==> src/rtl/frame_deadline_pacer_top_assert.svh <==
`ifndef FRAME_DEADLINE_PACER_TOP_ASSERT_SVH
`define FRAME_DEADLINE_PACER_TOP_ASSERT_SVH

// Same-cycle implication, checked outside reset
`define FDP_ASSERT_IMP(label, clk, rst_n, ante, cons, msg) \
    label: assert property (@(posedge clk) disable iff (!rst_n) (ante) |-> (cons)) \
        else $error(msg);

// Next-cycle implication, checked outside reset
`define FDP_ASSERT_NXT(label, clk, rst_n, ante, cons, msg) \
    label: assert property (@(posedge clk) disable iff (!rst_n) (ante) |=> (cons)) \
        else $error(msg);

`endif

==> src/rtl/fdp_pkg.sv <==
`default_nettype none

package fdp_pkg;

    // Field widths
    localparam int PERIOD_W = 24;
    localparam int SLEEP_W  = 31;
    localparam int DROP_W   = 32;

    localparam logic [PERIOD_W-1:0] PERIOD_RESET = 24'd16667;
    localparam logic [SLEEP_W-1:0]  SLEEP_MAX    = 31'h7FFF_FFFF;
    localparam logic [DROP_W-1:0]   DROP_MAX     = 32'hFFFF_FFFF;

    // Shared adder operation
    typedef logic t_alu_op;
    localparam t_alu_op ALU_ADD = 1'b0;
    localparam t_alu_op ALU_SUB = 1'b1;

endpackage

`default_nettype wire

==> src/rtl/frame_deadline_pacer_top.sv <==
// Sequence: from item accept through S_NEXT and S_CMP to S_OUT when ahead of the deadline;
//   when behind it adds S_ND and S_ELAP, and with a nonzero period also S_DIV and S_DEC;
//   the restoring divide runs one quotient bit per cycle through the single shared adder.
// One item at a time: input ready only while the sequencer idles, and the sequencer
//   waits in its output step while a result is held.
// Reset (synchronous, active low): deadline cleared (not seeded), period 16667.
`default_nettype none

module frame_deadline_pacer_top #(
    parameter int TIME_BITS = 64
) (
    input  wire logic         i_clk,
    input  wire logic         i_rst_n,
    // Config write: frame_period
    input  wire logic         i_cfg_valid,
    output logic              o_cfg_ready,
    input  wire logic [23:0]  i_cfg_data,   // [23:0] frame_period
    // Input stream
    input  wire logic         s_axis_tvalid,
    output logic              s_axis_tready,
    input  wire logic [63:0]  s_axis_tdata,  // [63:0] now_us
    // Result stream
    output logic              m_axis_tvalid,
    input  wire logic         m_axis_tready,
    output logic [127:0]      m_axis_tdata,  // [30:0] sleep_us, [94:31] next_deadline,
                                             // [126:95] dropped_frames, [127] zero
    output logic [0:0]        m_axis_tuser   // [0] behind
);

    localparam int TB    = TIME_BITS;
    localparam int PW    = fdp_pkg::PERIOD_W;
    localparam int CNT_W = $clog2(TIME_BITS);

    localparam logic [2:0] S_IDLE = 3'd0;
    localparam logic [2:0] S_NEXT = 3'd1;
    localparam logic [2:0] S_CMP  = 3'd2;
    localparam logic [2:0] S_ND   = 3'd3;
    localparam logic [2:0] S_ELAP = 3'd4;
    localparam logic [2:0] S_DIV  = 3'd5;
    localparam logic [2:0] S_DEC  = 3'd6;
    localparam logic [2:0] S_OUT  = 3'd7;

    logic [2:0]                   r_state, n_state;
    logic [PW-1:0]                r_period;
    logic [TB-1:0]                r_deadline;
    logic [TB-1:0]                r_now;
    logic [TB-1:0]                r_base;
    logic [TB-1:0]                r_next;
    logic [TB-1:0]                r_nd;
    logic [TB-1:0]                r_quo;      // dividend shifts out, quotient in
    logic [PW-1:0]                r_rem;
    logic [CNT_W-1:0]             r_cnt;
    logic                         r_behind;
    logic [fdp_pkg::SLEEP_W-1:0]  r_sleep;
    logic [fdp_pkg::DROP_W-1:0]   r_drop;

    logic                         r_ovalid;
    logic                         r_o_behind;
    logic [fdp_pkg::SLEEP_W-1:0]  r_o_sleep;
    logic [63:0]                  r_o_nd;
    logic [fdp_pkg::DROP_W-1:0]   r_o_drop;

    // Shared adder
    fdp_pkg::t_alu_op alu_op;
    logic [TB-1:0]    alu_a, alu_b, alu_sum;
    logic             alu_carry;

    fdp_alu #(.W(TB)) u_alu (
        .i_op    (alu_op),
        .i_a     (alu_a),
        .i_b     (alu_b),
        .o_sum   (alu_sum),
        .o_carry (alu_carry)
    );

    logic           in_acc;
    logic           out_load;
    logic [TB-1:0]  base_sel;
    logic [TB-1:0]  period_ext;
    logic [PW:0]    rem_sh;
    logic [63:0]    sum_wide;

    assign in_acc     = s_axis_tvalid && s_axis_tready;
    assign out_load   = (r_state == S_OUT) && (!r_ovalid || m_axis_tready);
    assign base_sel   = (r_deadline == '0) ? r_now : r_deadline;
    assign period_ext = TB'(r_period);
    assign rem_sh     = {r_rem, r_quo[TB-1]};
    assign sum_wide   = 64'(alu_sum);

    // Operand selection per sequencer step
    always_comb begin
        alu_op = fdp_pkg::ALU_ADD;
        alu_a  = r_now;
        alu_b  = period_ext;
        unique case (r_state)
            S_NEXT: begin
                alu_a = base_sel;
            end
            S_CMP: begin
                alu_op = fdp_pkg::ALU_SUB;
                alu_a  = r_next;
                alu_b  = r_now;
            end
            S_ELAP: begin
                alu_op = fdp_pkg::ALU_SUB;
                alu_b  = r_base;
            end
            S_DIV: begin
                alu_op = fdp_pkg::ALU_SUB;
                alu_a  = TB'(rem_sh);
            end
            S_DEC: begin
                alu_op = fdp_pkg::ALU_SUB;
                alu_a  = r_quo;
                alu_b  = TB'(1);
            end
            default: begin
                alu_op = fdp_pkg::ALU_ADD;
            end
        endcase
    end

    // Next state
    always_comb begin
        n_state = r_state;
        unique case (r_state)
            S_IDLE: if (in_acc) n_state = S_NEXT;
            S_NEXT: n_state = S_CMP;
            S_CMP: begin
                if (!alu_carry || (alu_sum == '0)) n_state = S_ND;
                else                                n_state = S_OUT;
            end
            S_ND:   n_state = S_ELAP;
            S_ELAP: n_state = (r_period == '0) ? S_OUT : S_DIV;
            S_DIV:  if (r_cnt == CNT_W'(TB - 1)) n_state = S_DEC;
            S_DEC:  n_state = S_OUT;
            S_OUT:  if (out_load) n_state = S_IDLE;
            default: n_state = S_IDLE;
        endcase
    end

    // Control registers
    always_ff @(posedge i_clk) begin
        if (!i_rst_n) begin
            r_state    <= S_IDLE;
            r_period   <= fdp_pkg::PERIOD_RESET;
            r_deadline <= '0;
            r_ovalid   <= 1'b0;
        end else begin
            r_state <= n_state;
            if (i_cfg_valid) r_period <= i_cfg_data;
            if (out_load) begin
                r_deadline <= r_nd;
                r_ovalid   <= 1'b1;
            end else if (m_axis_tready) begin
                r_ovalid <= 1'b0;
            end
        end
    end

    // Datapath registers
    always_ff @(posedge i_clk) begin
        unique case (r_state)
            S_IDLE: begin
                if (in_acc) r_now <= s_axis_tdata[TB-1:0];
            end
            S_NEXT: begin
                r_base <= base_sel;
                r_next <= alu_sum;
            end
            S_CMP: begin
                r_drop <= '0;
                if (!alu_carry || (alu_sum == '0)) begin
                    r_behind <= 1'b1;
                    r_sleep  <= '0;
                end else begin
                    r_behind <= 1'b0;
                    r_nd     <= r_next;
                    r_sleep  <= (sum_wide[63:31] != '0) ? fdp_pkg::SLEEP_MAX
                                                        : sum_wide[30:0];
                end
            end
            S_ND: begin
                r_nd <= alu_sum;
            end
            S_ELAP: begin
                r_quo <= alu_sum;
                r_rem <= '0;
                r_cnt <= '0;
            end
            S_DIV: begin
                r_cnt <= r_cnt + CNT_W'(1);
                if (alu_carry) begin
                    r_rem <= alu_sum[PW-1:0];
                    r_quo <= {r_quo[TB-2:0], 1'b1};
                end else begin
                    r_rem <= rem_sh[PW-1:0];
                    r_quo <= {r_quo[TB-2:0], 1'b0};
                end
            end
            S_DEC: begin
                // periods above one: dropped = periods - 1, saturated
                if (r_quo[TB-1:1] != '0)
                    r_drop <= (sum_wide[63:32] != '0) ? fdp_pkg::DROP_MAX
                                                      : sum_wide[31:0];
                else
                    r_drop <= '0;
            end
            default: begin
                if (out_load) begin
                    r_o_behind <= r_behind;
                    r_o_sleep  <= r_sleep;
                    r_o_nd     <= 64'(r_nd);
                    r_o_drop   <= r_drop;
                end
            end
        endcase
    end

    assign o_cfg_ready   = 1'b1;
    assign s_axis_tready = (r_state == S_IDLE);
    assign m_axis_tvalid = r_ovalid;
    assign m_axis_tdata  = {1'b0, r_o_drop, r_o_nd, r_o_sleep};
    assign m_axis_tuser  = r_o_behind;

`include "frame_deadline_pacer_top_assert.svh"

    `FDP_ASSERT_IMP(a_behind_no_sleep, i_clk, i_rst_n, m_axis_tvalid && m_axis_tuser[0], m_axis_tdata[30:0] == '0, "behind result carries nonzero sleep")
    `FDP_ASSERT_IMP(a_ahead_no_drop, i_clk, i_rst_n, m_axis_tvalid && !m_axis_tuser[0], m_axis_tdata[126:95] == '0, "ahead result carries dropped frames")
    `FDP_ASSERT_IMP(a_zero_period_no_drop, i_clk, i_rst_n, m_axis_tvalid && (r_period == '0), m_axis_tdata[126:95] == '0, "dropped frames with zero period")
    `FDP_ASSERT_NXT(a_busy_after_accept, i_clk, i_rst_n, in_acc, !s_axis_tready, "input ready right after an accepted item")
    `FDP_ASSERT_NXT(a_deadline_follows_result, i_clk, i_rst_n, out_load, m_axis_tvalid && (64'(r_deadline) == m_axis_tdata[94:31]), "stored deadline differs from posted result")

endmodule

`default_nettype wire

==> src/rtl/fdp_alu.sv <==
`default_nettype none

// Shared add/subtract unit; carry out is "no borrow" on subtract
module fdp_alu #(
    parameter int W = 64
) (
    input  wire logic          i_op,
    input  wire logic [W-1:0]  i_a,
    input  wire logic [W-1:0]  i_b,
    output logic      [W-1:0]  o_sum,
    output logic               o_carry
);

    logic [W-1:0] b_eff;
    logic [W:0]   full;

    always_comb begin
        b_eff = (i_op == fdp_pkg::ALU_SUB) ? ~i_b : i_b;
        full  = {1'b0, i_a} + {1'b0, b_eff} + (W+1)'(i_op == fdp_pkg::ALU_SUB);
    end

    assign o_sum   = full[W-1:0];
    assign o_carry = full[W];

endmodule

`default_nettype wire

==> config.mk <==
export PLATFORM = sky130hd
export DESIGN_NAME = frame_deadline_pacer_top
export DESIGN_NICKNAME = d
export VERILOG_FILES = /design/src/rtl/fdp_pkg.sv /design/src/rtl/frame_deadline_pacer_top.sv /design/src/rtl/fdp_alu.sv
export VERILOG_INCLUDE_DIRS = /design/src /design/src/rtl
export SDC_FILE = /design/constraint.sdc
export NUM_CORES = 1
export LEC_CHECK = 0
export BUFFER_PORTS_ARGS = -buffer_cell sky130_fd_sc_hd__buf_4
export CORE_MARGIN = 2
export CORE_UTILIZATION = 35
export CTS_BUF_LIST = sky130_fd_sc_hd__clkbuf_8
export DETAILED_ROUTE_END_ITERATION = 10
export SLEW_MARGIN = 0
export SYNTH_ARGS = -nofsm -noshare
export SYNTH_HDL_FRONTEND = slang
export SYNTH_SLANG_ARGS = --single-unit
==> constraint.sdc <==
create_clock -name i_clk -period 12.4 [get_ports i_clk]
set_input_delay 0.62 -clock i_clk [delete_from_list [all_inputs] [get_ports i_clk]]
set_output_delay 0.62 -clock i_clk [all_outputs]
set_load 0.02 [all_outputs]
==> run summary <==
Worst-Skew Late Latency = 770 ps
crit-path max FO = 34
most used cell, CP = buf_4
failing checks = capacitance limit, slew limit
Die ar. = 0.0930 sq mm
Slew HR = -0.0107
unrepaired setup endpoints after global routing = false
GRT Residual Overflow = 0
WL/cell = 24.8 microns
CTS H-tree depth = 3
Core Footprint = 0.0899 sq mm
Setup crit end = r_nd[17]
post-synth top area cell = edfxtp_1
gr usage total = 0.229
crit path kind = reg2reg
DRT iter0 DRCs = 2677
Routed Antenna Nets = 0
area share of the largest cell type after synthesis = 0.513
Tcrit/Tclk final = 0.761
critical path data required time = 12820 ps
CP Buf/Inv Count = 3
final hold violations = 0
GP Congestion = 0.976
Post-route DRC = 0
initial antenna violation count = 6
top cells by area, synth = edfxtp_1 51%, dfxtp_1 5.8%, nand2_1 5.3%
Post-Layout Cell Count = 4413
synth warn = 0
Vias/cell = 5.66
minimum clock period = 9430 ps
Max Fclk = 0.106 GHz
RR Startpoint = r_deadline[29]
Die Ht = 305 microns
Final Slew Violations = 3
CTS Buf Count = 104
clock root cell = clkbuf_8
Pre-Repair DR Iteration Count = 9
I/O Buffers = 222
sequential fraction of the synthesis area = 0.572
Min Hold Slack = 60.2 ps
skew final = 57.9 ps
Final Net Count = 3308
area delta synth->final = 16.7%
Reg2Reg Depth = 22
Top delay family on crit path = compound AO/OA/AOI/OAI gates
worst-margin pin slew = 1500 ps
synthesized instance count = 2945
Cell Area, Synth = 0.0317 sq mm
stages on the worst setup path = 22
Worst Path Arrival = 9850 ps
Setup crit end kind = flop
outcome = finished, violations left
CP peak stage delay = 1250 ps
# placed instances = 4190
I/O Pins = 225
crit-path cells = nor4_1 -> nand4_1 -> nor4_2 -> buf_4 -> a21o_1 -> a221oi_1 -> nor2_1 -> mux2_2 -> ha_1 -> a21oi_1 -> o221ai_1 -> a21o_1 -> a31oi_1 -> o21ai_0 -> nor3_1 -> o21ai_0 -> a2111oi_2 -> nand4_1 -> nor3_4 -> buf_4 -> o32ai_4 -> buf_4
count of state elements after synthesis = 634
final wirelength = 109000 microns
final worst slack = 2970 ps
ys async rst share = 0
# rows = 110
vias in the first global route = 23700
Starting Density = 0.353
layout cells sized above 1 = 0.170
DP HPWL = 78500 microns
CP max-delay cell = nor4_1
EDFF count, synth = 542
commonest register cell after synthesis = edfxtp_1
Max-Cap Viols = 1
pre-CTS WS = 3240 ps
syn_nets = 3108
final setup fails = 0
CTS tree = done
global-route wire length before repair = 160000 microns
largest net degree at the start of global routing = 102
Via Count = 25000
clock buffer depth = 3
Total Neg Setup Slack = 0 ps
crit path launch = r_deadline[29]
chip width = 305 microns
CTS Sinks = 634
Reg clk slew, reported paths = 60 ps
Avg Synthesized Cell Area = 10.8 sq um
Cell variety after synth = 77
register-to-register setup slack = 2970 ps
Startpoint Class = flop
capture point of the worst reg-to-reg path = r_nd[17]
min-delay worst type = in2reg
## cells in the mapped netlist, drive strengths merged, types with 23 or more instances
library cell  number
a221oi            56
nand2            449
a222oi            23
a211oi            45
mux2i             29
xnor2             88
inv               76
a21o              90
dfxtp             92
a31oi             44
nand3             25
clkbuf           155
o21ai            188
xor2              32
buf               43
nor4              47
a22oi             42
a21oi            237
nor2             230
nor3              30
mux2              90
ha                69
edfxtp           542
nand4             47
## metal layers
metal	global-route usage	share of wire
met1	0.319	0.44
met2	0.362	0.45
met3	0.0386	0.078
met4	0.0740	0.031
met5	0	0
## cell families (layout without fill, tap and decap cells)
logic type,after synthesis,after routing,synth area share
and+or+nand+nor,893,893,0.123
AOI/OAI and AO/OA,832,832,0.170
DFF,634,634,0.572
buffers and inverters,275,564,0.0336
xor gates and xnor gates,120,120,0.0332
muxes,119,119,0.0411
adders and majority gates,70,70,0.0279
other,2,5,0.000237
## final cells by class
type                    instances  area (sq um)
multi-input cells            2036         12700
clock buffers                 123          1690
well taps                    1176          1470
repair buffers                292          2270
diodes                          3          7.51
clock inverters                72           470
fillers                      8708         52900
inverters                      77           290
flip-flops and latches        634         18100
## state kept, by name, indices dropped and copies added, names as in the netlist
name and cells:
r_o_drop 32, r_quo 64, m_axis_tuser 1, r_drop 32
r_deadline 64, m_axis_tvalid 1, r_period 24, r_o_sleep 31
r_next 64, r_cnt 6, r_base 64, r_o_nd 64
r_rem 24, r_now 64, r_nd 64, r_sleep 31
r_behind 1, r_state 3
## cells in the final DEF (no fill, tap or decap), drive strengths merged, types with 25 or more instances in the layout
cell type      n
edfxtp       542
nand2        449
buf          267
a21oi        237
nor2         230
o21ai        188
clkbuf       123
inv          116
dfxtp         92
a21o          90
mux2          90
xnor2         88
ha            69
a221oi        56
nand4         47
nor4          47
a211oi        45
a31oi         44
a22oi         42
xor2          32
nor3          30
mux2i         29
clkinv        26
dlygate4sd3   25
nand3         25
## timing repair
| action | 4_1_cts | 5_1_grt |
|---|---|---|
| buffers inserted | 0 | 0 |
| hold endpoints to repair | 25 | 0 |
| hold buffers | 25 | 0 |
| resized for setup | 0 | 0 |
## worst min-delay path by stage
stage | startpoint | to | slack (ps) | depth (start not counted)
2_1_floorplan | r_behind | m_axis_tuser | 400 | 0
3_3_place_gp | r_sleep[30] | r_o_sleep[30] | 400 | 0
3_5_place_dp | r_drop[20] | r_o_drop[20] | 400 | 0
4_1_cts | i_cfg_data[0] | r_period[0] | 0.02 | 3
5_1_grt | s_axis_tdata[20] | r_now[20] | 20 | 1
6_report | s_axis_tdata[20] | r_now[20] | 60 | 1
## stage by stage
stage	util	instance area, sq um
after floorplan	-	31700
after global placement	0.385	34600
after detailed placement	0.385	34600
after CTS	0.411	37000
after global routing	0.412	37000
final	0.412	37000
Power is left out: the tool's default activity adds up to more than one toggle a clock period on the data nets, which glitch-free logic cannot reach.
